===== config.mk =====
export PLATFORM = sky130hd
export DESIGN_NAME = bounded_deque_with_value_removal_flat
export DESIGN_NICKNAME = d
export VERILOG_FILES = /design/src/sv/bdq_pkg.sv /design/src/sv/bdq_in_if.sv /design/src/sv/bdq_out_if.sv /design/src/sv/bounded_deque_with_value_removal.sv /design/src/sv/bdq_ram.sv /design/src/sv/bdq_ctrl.sv /design/src/sv/bdq_dp.sv /design/src/flat_wrapper.sv
export VERILOG_INCLUDE_DIRS = /design/src /design/src/sv
export SDC_FILE = /design/constraint.sdc
export NUM_CORES = 1
export LEC_CHECK = 0
export BUFFER_PORTS_ARGS = -buffer_cell sky130_fd_sc_hd__buf_2
export CAP_MARGIN = 25
export CORE_ASPECT_RATIO = 0.5
export CORE_UTILIZATION = 66
export DETAILED_ROUTE_END_ITERATION = 8
export GPL_TIMING_DRIVEN = 0
export PLACE_DENSITY = 0.94
export SLEW_MARGIN = 40
export SYNTH_ARGS = -nofsm -noshare
export SYNTH_HDL_FRONTEND = slang
export SYNTH_HIERARCHICAL = 1
export SYNTH_SLANG_ARGS = --single-unit

===== constraint.sdc =====
create_clock -name clk_i -period 10.55 [get_ports clk_i]
set_input_delay 0.5275 -clock clk_i [delete_from_list [all_inputs] [get_ports clk_i]]
set_output_delay 0.5275 -clock clk_i [all_outputs]
set_load 0.005 [all_outputs]

===== src/sv/bounded_deque_with_value_removal_defines.svh =====
// assertion macros shared by the deque rtl
// expects clk_i and rst_ni in the scope where a macro is used
`ifndef BOUNDED_DEQUE_WITH_VALUE_REMOVAL_DEFINES_SVH
`define BOUNDED_DEQUE_WITH_VALUE_REMOVAL_DEFINES_SVH

// same-cycle implication
`define BDQ_ASSERT_IMP(lbl, ante, cons, msg) \
  lbl: assert property (@(posedge clk_i) disable iff (!rst_ni) (ante) |-> (cons)) \
    else $error(msg);

// next-cycle implication
`define BDQ_ASSERT_NXT(lbl, ante, cons, msg) \
  lbl: assert property (@(posedge clk_i) disable iff (!rst_ni) (ante) |=> (cons)) \
    else $error(msg);

`endif


===== src/sv/bdq_pkg.sv =====
// shared types and constants for the bounded deque
// no dependencies
package bdq_pkg;

  localparam int DEPTH_DEF   = 16;
  localparam int MAX_RESULTS = 16;
  localparam int VALUE_W     = 32;
  localparam int CNT_W       = 5;

  typedef enum logic [2:0] {
    OP_PUSH_FRONT = 3'd0,
    OP_PUSH_BACK  = 3'd1,
    OP_POP_FRONT  = 3'd2,
    OP_POP_BACK   = 3'd3,
    OP_CLEAR      = 3'd4,
    OP_REMOVE     = 3'd5,
    OP_READ_FIRST = 3'd6,
    OP_READ_LAST  = 3'd7
  } op_e;

  typedef enum logic [1:0] {
    ST_OK        = 2'd0,
    ST_EMPTY     = 2'd1,
    ST_FULL      = 2'd2,
    ST_NOT_FOUND = 2'd3
  } status_e;

  typedef enum logic [3:0] {
    S_IDLE,
    S_SRCH_RD,
    S_SRCH_CMP,
    S_CMP_RD,
    S_CMP_WR,
    S_RD_ISSUE,
    S_RD_EMIT,
    S_RESP_OK,
    S_RESP_NF
  } state_e;

  // controller to datapath
  typedef struct packed {
    logic    push_front;
    logic    push_back;
    logic    pop_front;
    logic    clear;
    logic    init_search;
    logic    init_read;
    logic    mem_rd;
    logic    rd_next;
    logic    mem_wr;
    logic    pos_inc;
    logic    occ_dec;
    logic    out_load;
    logic    out_data;
    logic    out_last;
    status_e out_status;
  } cmd_t;

  // datapath to controller
  typedef struct packed {
    logic empty;
    logic full;
    logic cnt_zero;
    logic match;
    logic srch_last;
    logic next_last;
    logic rd_last;
    logic out_free;
  } sts_t;

endpackage


===== src/sv/bdq_in_if.sv =====
// request channel of the deque: operation, value and count
// depends on bdq_pkg
interface bdq_in_if import bdq_pkg::*; ();
  logic                      valid;
  logic                      ready;
  op_e                       operation;
  logic signed [VALUE_W-1:0] value;
  logic [CNT_W-1:0]          count;

  modport source (output valid, output operation, output value, output count, input ready);
  modport sink   (input valid, input operation, input value, input count, output ready);
endinterface


===== src/sv/bdq_out_if.sv =====
// result channel of the deque: entry, last marker and status
// depends on bdq_pkg
interface bdq_out_if import bdq_pkg::*; ();
  logic                      valid;
  logic                      ready;
  logic signed [VALUE_W-1:0] elem_value;
  logic                      last;
  status_e                   status;

  modport source (output valid, output elem_value, output last, output status, input ready);
  modport sink   (input valid, input elem_value, input last, input status, output ready);
endinterface


===== src/sv/bounded_deque_with_value_removal.sv =====
// Bounded double-ended queue of signed 32-bit words, DEPTH entries in a circular ram.
// req_i carries one operation per item: push front/back, pop front/back, clear,
// remove first entry equal to value, read first or last count entries.
// rsp_o returns results through an output register: one per item, except reads,
// which return one per entry streamed in queue order, last set on the final one.
// Steps, with the ram read registered:
//   push, pop, clear and empty/full cases: result registered at accept
//   remove: a ram read and a compare per entry searched up to the match, then a read
//   and a write per entry closed up behind it, then the result is presented
//   read: one ram read and one output load per result
// One item is in work at a time; req_i.ready is high only when idle and the output
// register is free or being taken.
// Reset empties the queue (head and occupancy to zero); the ram is not cleared.
// A stalled receiver holds the current result and the block waits with it.
// Depends on bdq_pkg, bdq_in_if, bdq_out_if, bdq_ctrl, bdq_dp, bdq_ram.
module bounded_deque_with_value_removal import bdq_pkg::*; #(
  parameter int DEPTH = DEPTH_DEF
) (
  input  logic    clk_i,
  input  logic    rst_ni,
  bdq_in_if.sink  req_i,
  bdq_out_if.source rsp_o
);

  cmd_t cmd;
  sts_t sts;

  bdq_ctrl u_ctrl (
    .clk_i      (clk_i),
    .rst_ni     (rst_ni),
    .req_valid_i(req_i.valid),
    .req_op_i   (req_i.operation),
    .req_ready_o(req_i.ready),
    .sts_i      (sts),
    .cmd_o      (cmd)
  );

  bdq_dp #(
    .DEPTH(DEPTH)
  ) u_dp (
    .clk_i       (clk_i),
    .rst_ni      (rst_ni),
    .req_op_i    (req_i.operation),
    .req_value_i (req_i.value),
    .req_count_i (req_i.count),
    .cmd_i       (cmd),
    .sts_o       (sts),
    .rsp_valid_o (rsp_o.valid),
    .rsp_ready_i (rsp_o.ready),
    .rsp_elem_o  (rsp_o.elem_value),
    .rsp_last_o  (rsp_o.last),
    .rsp_status_o(rsp_o.status)
  );

endmodule


===== src/sv/bdq_ram.sv =====
// generic single-write, single-read ram with registered read data
// no dependencies
module bdq_ram #(
  parameter int WIDTH = 32,
  parameter int DEPTH = 16
) (
  input  logic                     clk_i,
  input  logic                     we_i,
  input  logic [$clog2(DEPTH)-1:0] waddr_i,
  input  logic [WIDTH-1:0]         wdata_i,
  input  logic                     re_i,
  input  logic [$clog2(DEPTH)-1:0] raddr_i,
  output logic [WIDTH-1:0]         rdata_o
);

  logic [WIDTH-1:0] mem_q [DEPTH];
  logic [WIDTH-1:0] rdata_q;

  always_ff @(posedge clk_i) begin
    if (we_i) begin
      mem_q[waddr_i] <= wdata_i;
    end
    if (re_i) begin
      rdata_q <= mem_q[raddr_i];
    end
  end

  assign rdata_o = rdata_q;

endmodule


===== src/sv/bdq_ctrl.sv =====
// sequencer of the deque: decodes requests and steps search, compaction and reads
// depends on bdq_pkg
module bdq_ctrl import bdq_pkg::*; (
  input  logic clk_i,
  input  logic rst_ni,
  input  logic req_valid_i,
  input  op_e  req_op_i,
  output logic req_ready_o,
  input  sts_t sts_i,
  output cmd_t cmd_o
);

  state_e state_q, state_d;
  logic   accept;

  assign req_ready_o = (state_q == S_IDLE) && sts_i.out_free;
  assign accept      = req_ready_o && req_valid_i;

  always_ff @(posedge clk_i or negedge rst_ni) begin
    if (!rst_ni) begin
      state_q <= S_IDLE;
    end else begin
      state_q <= state_d;
    end
  end

  // next state
  always_comb begin
    state_d = state_q;
    unique case (state_q)
      S_IDLE: begin
        if (accept) begin
          unique case (req_op_i)
            OP_REMOVE: begin
              if (!sts_i.empty) state_d = S_SRCH_RD;
            end
            OP_READ_FIRST, OP_READ_LAST: begin
              if (!sts_i.empty && !sts_i.cnt_zero) state_d = S_RD_ISSUE;
            end
            default: state_d = S_IDLE;
          endcase
        end
      end
      S_SRCH_RD:  state_d = S_SRCH_CMP;
      S_SRCH_CMP: begin
        if (sts_i.match) begin
          state_d = sts_i.srch_last ? S_RESP_OK : S_CMP_RD;
        end else begin
          state_d = sts_i.srch_last ? S_RESP_NF : S_SRCH_RD;
        end
      end
      S_CMP_RD:   state_d = S_CMP_WR;
      S_CMP_WR:   state_d = sts_i.next_last ? S_RESP_OK : S_CMP_RD;
      S_RD_ISSUE: state_d = S_RD_EMIT;
      S_RD_EMIT: begin
        if (sts_i.out_free) state_d = sts_i.rd_last ? S_IDLE : S_RD_ISSUE;
      end
      S_RESP_OK, S_RESP_NF: begin
        if (sts_i.out_free) state_d = S_IDLE;
      end
      default: state_d = S_IDLE;
    endcase
  end

  // commands
  always_comb begin
    cmd_o            = '0;
    cmd_o.out_last   = 1'b1;
    cmd_o.out_status = ST_OK;
    unique case (state_q)
      S_IDLE: begin
        if (accept) begin
          unique case (req_op_i)
            OP_PUSH_FRONT, OP_PUSH_BACK: begin
              cmd_o.out_load = 1'b1;
              if (sts_i.full) begin
                cmd_o.out_status = ST_FULL;
              end else begin
                cmd_o.push_front = (req_op_i == OP_PUSH_FRONT);
                cmd_o.push_back  = (req_op_i == OP_PUSH_BACK);
              end
            end
            OP_POP_FRONT, OP_POP_BACK: begin
              cmd_o.out_load = 1'b1;
              if (sts_i.empty) begin
                cmd_o.out_status = ST_EMPTY;
              end else begin
                cmd_o.pop_front = (req_op_i == OP_POP_FRONT);
                cmd_o.occ_dec   = (req_op_i == OP_POP_BACK);
              end
            end
            OP_CLEAR: begin
              cmd_o.out_load = 1'b1;
              cmd_o.clear    = 1'b1;
            end
            OP_REMOVE: begin
              if (sts_i.empty) begin
                cmd_o.out_load   = 1'b1;
                cmd_o.out_status = ST_EMPTY;
              end else begin
                cmd_o.init_search = 1'b1;
              end
            end
            OP_READ_FIRST, OP_READ_LAST: begin
              if (sts_i.empty) begin
                cmd_o.out_load   = 1'b1;
                cmd_o.out_status = ST_EMPTY;
              end else if (sts_i.cnt_zero) begin
                cmd_o.out_load = 1'b1;
              end else begin
                cmd_o.init_read = 1'b1;
              end
            end
            default: cmd_o.out_load = 1'b0;
          endcase
        end
      end
      S_SRCH_RD: cmd_o.mem_rd = 1'b1;
      S_SRCH_CMP: begin
        if (sts_i.match) begin
          cmd_o.occ_dec = sts_i.srch_last;
        end else begin
          cmd_o.pos_inc = !sts_i.srch_last;
        end
      end
      S_CMP_RD: begin
        cmd_o.mem_rd  = 1'b1;
        cmd_o.rd_next = 1'b1;
      end
      S_CMP_WR: begin
        // close up: entry behind moves into the current slot
        cmd_o.mem_wr  = 1'b1;
        cmd_o.pos_inc = 1'b1;
        cmd_o.occ_dec = sts_i.next_last;
      end
      S_RD_ISSUE: cmd_o.mem_rd = 1'b1;
      S_RD_EMIT: begin
        if (sts_i.out_free) begin
          cmd_o.out_load = 1'b1;
          cmd_o.out_data = 1'b1;
          cmd_o.out_last = sts_i.rd_last;
          cmd_o.pos_inc  = !sts_i.rd_last;
        end
      end
      S_RESP_OK: cmd_o.out_load = sts_i.out_free;
      S_RESP_NF: begin
        cmd_o.out_load   = sts_i.out_free;
        cmd_o.out_status = ST_NOT_FOUND;
      end
      default: cmd_o.out_load = 1'b0;
    endcase
  end

endmodule


===== src/sv/bdq_dp.sv =====
// datapath of the deque: head and occupancy, position counters, entry ram, result register
// depends on bdq_pkg, bdq_ram and the assertion macros
`include "bounded_deque_with_value_removal_defines.svh"

module bdq_dp import bdq_pkg::*; #(
  parameter int DEPTH = DEPTH_DEF
) (
  input  logic                      clk_i,
  input  logic                      rst_ni,
  input  op_e                       req_op_i,
  input  logic signed [VALUE_W-1:0] req_value_i,
  input  logic [CNT_W-1:0]          req_count_i,
  input  cmd_t                      cmd_i,
  output sts_t                      sts_o,
  output logic                      rsp_valid_o,
  input  logic                      rsp_ready_i,
  output logic signed [VALUE_W-1:0] rsp_elem_o,
  output logic                      rsp_last_o,
  output status_e                   rsp_status_o
);

  localparam int IDX_W = (DEPTH > 1) ? $clog2(DEPTH) : 1;
  localparam int OCC_W = $clog2(DEPTH + 1);
  localparam int NW    = (OCC_W > CNT_W) ? OCC_W : CNT_W;

  logic [IDX_W-1:0]   head_q, head_d;
  logic [OCC_W-1:0]   occ_q, occ_d;
  logic [OCC_W-1:0]   pos_q, end_q;
  logic [VALUE_W-1:0] val_q;

  logic               out_vld_q;
  logic [VALUE_W-1:0] out_elem_q;
  logic               out_last_q;
  status_e            out_status_q;

  logic [IDX_W-1:0]   head_m1, head_p1;
  logic [OCC_W:0]     pos_p1_w, pos_p2_w;
  logic [IDX_W-1:0]   raddr, waddr;
  logic [VALUE_W-1:0] wdata, rdata;
  logic               we;
  logic [NW-1:0]      cnt_n, occ_n, n_min, n_sel;
  logic [OCC_W-1:0]   n_len, rd_start, rd_end;

  // circular slot of a queue position, position + head stays below twice the depth
  function automatic logic [IDX_W-1:0] slot_of(input logic [IDX_W-1:0] head,
                                               input logic [OCC_W:0]   pos);
    logic [OCC_W+1:0] sum;
    sum = (OCC_W+2)'(head) + (OCC_W+2)'(pos);
    if (sum >= (OCC_W+2)'(DEPTH)) sum = sum - (OCC_W+2)'(DEPTH);
    return sum[IDX_W-1:0];
  endfunction

  assign head_m1  = (head_q == '0) ? IDX_W'(DEPTH - 1) : head_q - 1'b1;
  assign head_p1  = (head_q == IDX_W'(DEPTH - 1)) ? '0 : head_q + 1'b1;
  assign pos_p1_w = {1'b0, pos_q} + 1'b1;
  assign pos_p2_w = {1'b0, pos_q} + 2'd2;

  // read length saturates at occupancy and at the result limit
  assign cnt_n    = NW'(req_count_i);
  assign occ_n    = NW'(occ_q);
  assign n_min    = (cnt_n < occ_n) ? cnt_n : occ_n;
  assign n_sel    = (n_min > NW'(MAX_RESULTS)) ? NW'(MAX_RESULTS) : n_min;
  assign n_len    = n_sel[OCC_W-1:0];
  assign rd_start = (req_op_i == OP_READ_FIRST) ? '0 : occ_q - n_len;
  assign rd_end   = (req_op_i == OP_READ_FIRST) ? n_len : occ_q;

  // ram ports
  assign raddr = cmd_i.rd_next ? slot_of(head_q, pos_p1_w) : slot_of(head_q, {1'b0, pos_q});
  assign we    = cmd_i.push_front || cmd_i.push_back || cmd_i.mem_wr;
  assign wdata = cmd_i.mem_wr ? rdata : req_value_i;

  always_comb begin
    priority if (cmd_i.push_front) begin
      waddr = head_m1;
    end else if (cmd_i.push_back) begin
      waddr = slot_of(head_q, {1'b0, occ_q});
    end else begin
      waddr = slot_of(head_q, {1'b0, pos_q});
    end
  end

  bdq_ram #(
    .WIDTH(VALUE_W),
    .DEPTH(DEPTH)
  ) u_ram (
    .clk_i  (clk_i),
    .we_i   (we),
    .waddr_i(waddr),
    .wdata_i(wdata),
    .re_i   (cmd_i.mem_rd),
    .raddr_i(raddr),
    .rdata_o(rdata)
  );

  // head and occupancy
  always_comb begin
    head_d = head_q;
    occ_d  = occ_q;
    priority if (cmd_i.clear) begin
      head_d = '0;
      occ_d  = '0;
    end else if (cmd_i.push_front) begin
      head_d = head_m1;
      occ_d  = occ_q + 1'b1;
    end else if (cmd_i.push_back) begin
      occ_d  = occ_q + 1'b1;
    end else if (cmd_i.pop_front) begin
      head_d = head_p1;
      occ_d  = occ_q - 1'b1;
    end else if (cmd_i.occ_dec) begin
      occ_d  = occ_q - 1'b1;
    end
  end

  always_ff @(posedge clk_i or negedge rst_ni) begin
    if (!rst_ni) begin
      head_q    <= '0;
      occ_q     <= '0;
      out_vld_q <= 1'b0;
    end else begin
      head_q <= head_d;
      occ_q  <= occ_d;
      if (cmd_i.out_load) begin
        out_vld_q <= 1'b1;
      end else if (rsp_ready_i) begin
        out_vld_q <= 1'b0;
      end
    end
  end

  always_ff @(posedge clk_i) begin
    if (cmd_i.init_search) begin
      pos_q <= '0;
      val_q <= req_value_i;
    end else if (cmd_i.init_read) begin
      pos_q <= rd_start;
      end_q <= rd_end;
    end else if (cmd_i.pos_inc) begin
      pos_q <= pos_p1_w[OCC_W-1:0];
    end
    if (cmd_i.out_load) begin
      out_elem_q   <= cmd_i.out_data ? rdata : '0;
      out_last_q   <= cmd_i.out_last;
      out_status_q <= cmd_i.out_status;
    end
  end

  assign sts_o.empty     = (occ_q == '0);
  assign sts_o.full      = (occ_q == OCC_W'(DEPTH));
  assign sts_o.cnt_zero  = (req_count_i == '0);
  assign sts_o.match     = (rdata == val_q);
  assign sts_o.srch_last = (pos_p1_w >= {1'b0, occ_q});
  assign sts_o.next_last = (pos_p2_w >= {1'b0, occ_q});
  assign sts_o.rd_last   = (pos_p1_w >= {1'b0, end_q});
  assign sts_o.out_free  = !out_vld_q || rsp_ready_i;

  assign rsp_valid_o  = out_vld_q;
  assign rsp_elem_o   = out_elem_q;
  assign rsp_last_o   = out_last_q;
  assign rsp_status_o = out_status_q;

  `BDQ_ASSERT_IMP(a_load_free, cmd_i.out_load, sts_o.out_free, "result overwritten while held")
  `BDQ_ASSERT_IMP(a_compact_rng, cmd_i.mem_wr, pos_p1_w < {1'b0, occ_q}, "compaction past tail")
  `BDQ_ASSERT_IMP(a_read_rng, cmd_i.mem_rd && !cmd_i.rd_next, pos_q < occ_q, "read past tail")
  `BDQ_ASSERT_NXT(a_push_grow, cmd_i.push_front || cmd_i.push_back, occ_q == $past(occ_q) + 1'b1,
    "push did not grow occupancy")

endmodule


===== src/flat_wrapper.sv =====
// flat-port wrapper written by rule: the top's interface ports become plain ports
module bounded_deque_with_value_removal_flat import bdq_pkg::*;
#(
  parameter int DEPTH = DEPTH_DEF
)
  (clk_i, rst_ni, req_i_valid, req_i_operation, req_i_value, req_i_count, req_i_ready, rsp_o_valid, rsp_o_elem_value, rsp_o_last, rsp_o_status, rsp_o_ready);
  bdq_in_if req_i_i ();
  bdq_out_if rsp_o_i ();
  input  logic clk_i;
  input  logic rst_ni;
  input wire logic [$bits(req_i_i.valid)-1:0] req_i_valid;
  input wire logic [$bits(req_i_i.operation)-1:0] req_i_operation;
  input wire logic [$bits(req_i_i.value)-1:0] req_i_value;
  input wire logic [$bits(req_i_i.count)-1:0] req_i_count;
  output wire logic [$bits(req_i_i.ready)-1:0] req_i_ready;
  output wire logic [$bits(rsp_o_i.valid)-1:0] rsp_o_valid;
  output wire logic [$bits(rsp_o_i.elem_value)-1:0] rsp_o_elem_value;
  output wire logic [$bits(rsp_o_i.last)-1:0] rsp_o_last;
  output wire logic [$bits(rsp_o_i.status)-1:0] rsp_o_status;
  input wire logic [$bits(rsp_o_i.ready)-1:0] rsp_o_ready;
  assign req_i_i.valid = req_i_valid;
  assign req_i_i.operation = req_i_operation;
  assign req_i_i.value = req_i_value;
  assign req_i_i.count = req_i_count;
  assign req_i_ready = req_i_i.ready;
  assign rsp_o_valid = rsp_o_i.valid;
  assign rsp_o_elem_value = rsp_o_i.elem_value;
  assign rsp_o_last = rsp_o_i.last;
  assign rsp_o_status = rsp_o_i.status;
  assign rsp_o_i.ready = rsp_o_ready;
  bounded_deque_with_value_removal #(.DEPTH(DEPTH)) u_core (.clk_i(clk_i), .rst_ni(rst_ni), .req_i(req_i_i), .rsp_o(rsp_o_i));
endmodule

==> metrics, run 1 <==
cell taking the most area after synthesis=edfxtp_1; yosys warns=6; setup skew after layout=0.02488 ns; Async S/R FF share, synth=2.205%; terminus of the critical flop-to-flop path=u_core/u_dp/u_ram/mem_q[8][13]$_DFFE_PP_; routed via count divided by cell count=7.653; total core area=38920 um2; final hold violation count=0; number of distinct library cell variants in the gate-level netlist after synthesis=76; post-synth top area share=70.97%; Setup-failing EPs final=0; largest delay contributor family on the critical path=buffers and inverters; Final Slew Violations=0; cell count after placement=2043; startpoint of the lowest-slack hold path=req_i_value[21]; highest-count cells in the layout ignoring fill and taps=616 x edfxtp_1, 128 x mux4_2, 109 x buf_2; register-to-register setup slack=5.41 ns; CTS tree=built; sequential share of the synthesized area=72.70%; slowest cell on the critical path=dfrtp_1; DR vias=16370; total CTS buffers=52; Starting DRT DRC Count=3476; setup repair after global routing missed its margin=no; fin nets=1655; FP Rows=51; clock network latency to the later pin of the worst-skew pair=0.61 ns; global-route wire length before repair=113.1 mm; worst path bufs/invs=7; number of H-tree levels=2; met1 usage in global routing=51.99%; critical path cell sequence=inv_1, ha_1, and4_1, nor4_1, buf_2, clkbuf_1, nor2_1, a311oi_1, nand3b_1, nor3_2, buf_2, buf_2, buf_4, buf_4; Crit path required time=10.86 ns; syn avg cell area=18.98 um2; startpoint of the worst-slack reg-to-reg timing path=u_core/u_dp/occ_n[0]$_DFFE_PN0P_; number of antenna violations at the first check in global routing=0; Least-Margin Pin Slew=0.9437 ns; diode count=0; critical path class=reg -> reg; crit-path max cell delay=0.60 ns; Die Wd=283.0 um; depth of the most critical reg-to-reg path=14; Max Cap Viol=0; layer with the highest usage=met2; peak clock frequency supported by timing=194.5 MHz; number of instances in the synthesized netlist=1373; placed wire-length estimate=46.98 mm; met2 capacity usage during global routing=60.38%; Die ar.=40340 um2; clock transition time at the flip-flop clock pins of the worst setup and hold paths=0.07 ns; top post-synthesis cells by area=edfxtp_1 71%, mux4_2 11%, ha_1 1.9%; net count after synthesis=1460; least setup slack across all paths after layout=5.410 ns; commonest non-fill, non-tap cell in the layout=edfxtp_1; post-route worst hold slack=0.1097 ns; synthesis-to-finish area growth=14.76%; starting density of the core=66.96%; Setup TNS=0 ns; Primary FF master, synth=edfxtp_1; M3 GR Usage=13.56%; CP Launch Type=register; count of TritonRoute iterations in the first routing pass=6; number of synthesized flops with an enable pin=616; share of the clock period used by the worst path=48.72%; count of cells along the worst hold path=1; Remaining DRCs=0; crit path max fanout=10; Resize count post-CTS=0; overall routed net length=79.11 mm; worst slew margin relative to its limit=37.08%; number of buffers added to fix hold violations after cts=1; post-CTS repair timing setup buffer count=0; Top-Level Pins=81; Longest Clk Path Bufs=3; Period minus WS final=5.140 ns; post-detailed-route wirelength per cell=36.98 um; CP dominant cell by count=buf_2; non-filler cells, final=2139; Port Buf Inserts=80; hold worst-path end=u_core/u_dp/val_q[21]$_DFFE_PP_; pin count of the biggest net entering global routing=26; run status=completed; Post-Syn Area=26060 um2; share of final-layout standard cells stronger than drive strength 1=28.34%; Routability Congestion=0.9050; Setup Slack @ Placement=5.757 ns; register bit count reported by yosys=635; total global routing track utilization=39.83%; Min-Delay Path Class=in -> reg; category of the worst setup path capture point=register; clock root buffer master=clkbuf_16; Post-DRT Antenna Nets=0; via count of the first global-routing pass=16190; total overflow reported by the global router=0; clock sink count=635; worst path arrival time=5.45 ns; die boundary height=142.5 um
==> final cells by class <==
cell class	count	area, um2
Tap cell	530	663.1
Multi-Input combinational cell	645	6849
Timing Repair Buffer	141	1277
Sequential cell	635	18950
Fill cell	1772	9015
Buffer	70	344.1
Inverter	23	86.33
Clock buffer	60	1363
Clock inverter	35	379.1
==> per-stage QoR <==
| stage | util, % | cell area (um2) |
|---|---|---|
| 6_report | 76.84 | 29910 |
| 4_1_cts | 76.79 | 29890 |
| 3_5_place_dp | 72.29 | 28140 |
| 3_3_place_gp | 69.69 | 27130 |
| 5_1_grt | 76.84 | 29910 |
| 2_1_floorplan | - | 26060 |
==> layer usage <==
metal | up-vias | wire length [um]
met5 | - | 0
met4 | 0 | 4973
met3 | 457 | 14230
met2 | 2148 | 35150
met1 | 7812 | 24760
li1 | 5952 | -
==> flip-flops by register name, summed over array words and instances, names as in the netlist <==
| name | flops |
|---|---|
| u_core/u_dp/occ_n | 5 |
| u_core/u_dp/val_q | 32 |
| u_core/u_dp/rsp_elem_o | 32 |
| u_core/u_dp/head_q | 4 |
| u_core/u_dp/rsp_status_o | 2 |
| u_core/u_dp/rsp_valid_o | 1 |
| u_core/u_ctrl/state_q | 4 |
| u_core/u_dp/rsp_last_o | 1 |
| u_core/u_dp/u_ram/mem_q | 512 |
| u_core/u_dp/pos_q | 5 |
| u_core/u_dp/end_q | 5 |
| u_core/u_dp/u_ram/rdata_o | 32 |
==> cell families (layout without fill, tap and decap cells) <==
group                      count (synthesis)  after routing  share of synthesized area, %
DFF                                      635            635                         72.70
and+or+nand+nor                          217            217                         4.508
muxes                                    166            166                         12.69
AOI/OAI and AO/OA                        164            164                         4.431
buffers and inverters                     93            329                         1.608
xor gates and xnor gates                  55             55                         1.877
adders and majority gates                 43             43                         2.180
==> how the worst max path moves through the flow <==
stage | from | endpoint | slack, ns | depth (start not counted)
finish | u_core/u_dp/occ_n[0]$_DFFE_PN0P_ | u_core/u_dp/u_ram/mem_q[8][13]$_DFFE_PP_ | 5.41 | 14
global route | u_core/u_dp/occ_n[1]$_DFFE_PN0P_ | u_core/u_dp/u_ram/mem_q[8][18]$_DFFE_PP_ | 5.33 | 14
CTS | u_core/u_dp/occ_n[1]$_DFFE_PN0P_ | u_core/u_dp/u_ram/mem_q[0][13]$_DFFE_PP_ | 5.74 | 13
detailed placement | rsp_o_ready | u_core/u_dp/u_ram/mem_q[0][13]$_DFFE_PP_ | 5.76 | 14
global placement | rsp_o_ready | u_core/u_dp/u_ram/mem_q[12][15]$_DFFE_PP_ | 2.24 | 11
floorplan | rsp_o_ready | u_core/u_dp/u_ram/mem_q[0][0]$_DFFE_PP_ | 5.26 | 10
==> cell usage after synthesis, types with 4 or more instances <==
cell type / number
clkbuf_1: 30
dfrtp_1: 14
buf_2: 16
o21ai_0: 14
xor2_1: 40
nor2_1: 41
a31oi_1: 8
a22oi_1: 64
and3_1: 5
a21oi_1: 25
ha_1: 39
a22o_1: 5
mux2_2: 34
o21a_1: 5
nand3_1: 11
nand2b_1: 17
nand2_1: 48
buf_1: 11
dfxtp_1: 5
and2_1: 33
nor2b_1: 7
inv_1: 22
a21o_1: 9
xnor2_1: 14
edfxtp_1: 616
buf_4: 11
nor3_1: 14
nor4_1: 10
mux4_2: 128
or3_1: 4
fa_1: 4
nand4_1: 4
Power of run 1 is left out: the tool's default activity adds up to more than one toggle a clock period on the data nets, which glitch-free logic cannot reach.
==> run 2: changes to the inputs <==
--- a/config.mk
+++ b/config.mk
@@ -9,10 +9,10 @@
 export BUFFER_PORTS_ARGS = -buffer_cell sky130_fd_sc_hd__buf_2
 export CAP_MARGIN = 25
 export CORE_ASPECT_RATIO = 0.5
-export CORE_UTILIZATION = 66
+export CORE_UTILIZATION = 56
 export DETAILED_ROUTE_END_ITERATION = 8
 export GPL_TIMING_DRIVEN = 0
-export PLACE_DENSITY = 0.94
+export PLACE_DENSITY = 0.86
 export SLEW_MARGIN = 40
 export SYNTH_ARGS = -nofsm -noshare
 export SYNTH_HDL_FRONTEND = slang
==> constraint.sdc (replaced) <==
create_clock -name clk_i -period 4.4 [get_ports clk_i]
set_input_delay 0.22 -clock clk_i [delete_from_list [all_inputs] [get_ports clk_i]]
set_output_delay 0.22 -clock clk_i [all_outputs]
set_load 0.005 [all_outputs]
==> metrics, run 2 (synthesis gave the netlist of run 1 again) <==
worst path arrival time=4.93 ns; failing checks=negative setup slack; starting density of the core=57.21%; Starting DRT DRC Count=3465; Setup-failing EPs final=104; fillers=2575; routed via count divided by cell count=7.247; total CTS buffers=52; number of antenna violations at the first check in global routing=5; die boundary height=154.5 um; Min-Delay Path Class=in -> async; total global routing track utilization=34.03%; Least-Margin Pin Slew=0.9936 ns; post-detailed-route wirelength per cell=37.09 um; count of TritonRoute iterations in the first routing pass=6; total core area=45560 um2; critical path cell sequence=ha_1, xor2_1, ha_1, a21oi_1, xnor2_1, a21oi_1, xnor2_1, nor2b_1, clkbuf_1, clkbuf_2, a22oi_1, nand2_1; register-to-register setup slack=-0.18 ns; register with the most flip-flops=u_core/u_dp/u_ram/mem_q; clock transition time at the flip-flop clock pins of the worst setup and hold paths=0.07 ns; Port Buf Inserts=80; clock network latency to the later pin of the worst-skew pair=0.62 ns; final hold violation count=0; Period minus WS final=4.581 ns; critical path class=reg -> reg; depth of the most critical reg-to-reg path=12; slowest cell on the critical path=dfxtp_1; CTS tree=built; Remaining DRCs=0; Crit path required time=4.75 ns; number of H-tree levels=2; crit-path max cell delay=0.59 ns; clock root buffer master=clkbuf_16; clock sink count=635; Routability Congestion=0.8428; Top-Level Pins=81; category of the worst setup path capture point=register; Max Cap Viol=0; highest-count cells in the layout ignoring fill and taps=616 x edfxtp_1, 128 x mux4_2, 98 x buf_2; Post-DRT Antenna Nets=0; worst slew margin relative to its limit=33.76%; Setup TNS=-7.088 ns; synthesis-to-finish area growth=18.45%; via count of the first global-routing pass=16260; Die Wd=307.1 um; run status=finished, violations left; flip-flop count of the largest register, all copies and words added=512; Longest Clk Path Bufs=3; DR vias=16590; Final Slew Violations=0; least setup slack across all paths after layout=-0.1814 ns; pin count of the biggest net entering global routing=22; share of final-layout standard cells stronger than drive strength 1=29.32%; total overflow reported by the global router=0; overall routed net length=84.89 mm; global-route wire length before repair=113.1 mm; FP Rows=55; beginning of the critical path=u_core/u_dp/pos_q[0]$_SDFFE_PP0P_; terminus of the critical flop-to-flop path=u_core/u_dp/u_ram/rdata_o[28]$_DFFE_PP_; fin nets=1705; setup skew after layout=0.03089 ns; placed wire-length estimate=45.19 mm; CP Launch Type=register; share of the clock period used by the worst path=104.1%; peak clock frequency supported by timing=218.3 MHz; Die ar.=47460 um2; crit path max fanout=10; startpoint of the worst-slack reg-to-reg timing path=u_core/u_dp/pos_q[0]$_SDFFE_PP0P_; commonest non-fill, non-tap cell in the layout=edfxtp_1
==> run 2: cell types whose count changed in the layout (fill, tap and decap cells not counted), moves of 6 or more <==
cell           delta
buf_6            +19
clkbuf_2          +6
dlygate4sd3_1    +36
clkbuf_1         -13
buf_2            -11
==> run 2: layout make-up <==
class / count / area, um2 / area share (%)
sequential: 635 / 18950 / 61.38
multi-input combinational: 645 / 6922 / 22.42
timing repair buffer: 191 / 1909 / 6.185
clock buffer: 57 / 1340 / 4.341
tap: 627 / 784.5 / 2.541
clock inverter: 40 / 524.3 / 1.698
buffer: 70 / 354.1 / 1.147
inverter: 23 / 86.33 / 0.2797
antenna: 1 / 2.502 / 0.008106
==> run 2: repair_timing <==
item | in CTS | in global routing
hold buffers | 37 | 0
endpoints found under the hold margin | 50 | 0
buffers inserted | 6 | 16
setup endpoints to repair | 266 | 238
pin swaps | 5 | 5
resized for setup | 4 | 32
==> run 2: worst max path at each step <==
stage / to / depth (start not counted)
2_1_floorplan: u_core/u_dp/u_ram/mem_q[1][0]$_DFFE_PP_ / 10
3_3_place_gp: u_core/u_dp/u_ram/mem_q[13][20]$_DFFE_PP_ / 10
3_5_place_dp: u_core/u_dp/u_ram/mem_q[11][13]$_DFFE_PP_ / 11
4_1_cts: u_core/u_dp/u_ram/mem_q[1][15]$_DFFE_PP_ / 12
5_1_grt: u_core/u_dp/u_ram/rdata_o[9]$_DFFE_PP_ / 12
6_report: u_core/u_dp/u_ram/rdata_o[28]$_DFFE_PP_ / 12
==> run 2: through the flow <==
step,instance area [um2],cells,worst slack (ns),util [%],hold WS (ns)
after CTS,30710,2272,0.02068,67.40,0.08392
final,30870,2289,-0.1814,67.76,0.04984
after floorplan,26090,1373,0.03180,-,-0.07559
after detailed placement,28410,2132,-0.2523,62.35,0.1577
after global placement,27270,2080,-2.086,59.87,0.1468
after global routing,30870,2288,-0.1951,67.76,0.08648
==> run 2: critical path, delay by kind of cell (launching register included) <==
family / cells / cell delay [ns]
AO/OA/AOI/OAI: 3 / 0.79
XOR/XNOR: 3 / 1.16
adder cells (fa/ha/maj): 2 / 0.72
buffers and inverters: 2 / 0.68
flip-flops: 1 / 0.59
AND/OR/NAND/NOR: 2 / 0.36
==> run 2: metal layers <==
metal | vias to the layer above | routed length (um) | GRT usage (%)
met4 | 10 | 6902 | 19.90
met1 | 7960 | 25820 | 42.68
met3 | 572 | 13970 | 9.098
met2 | 1995 | 38090 | 54.18
met5 | - | 112 | 0
li1 | 6051 | - | -
Power of run 2 is left out for the same reason.
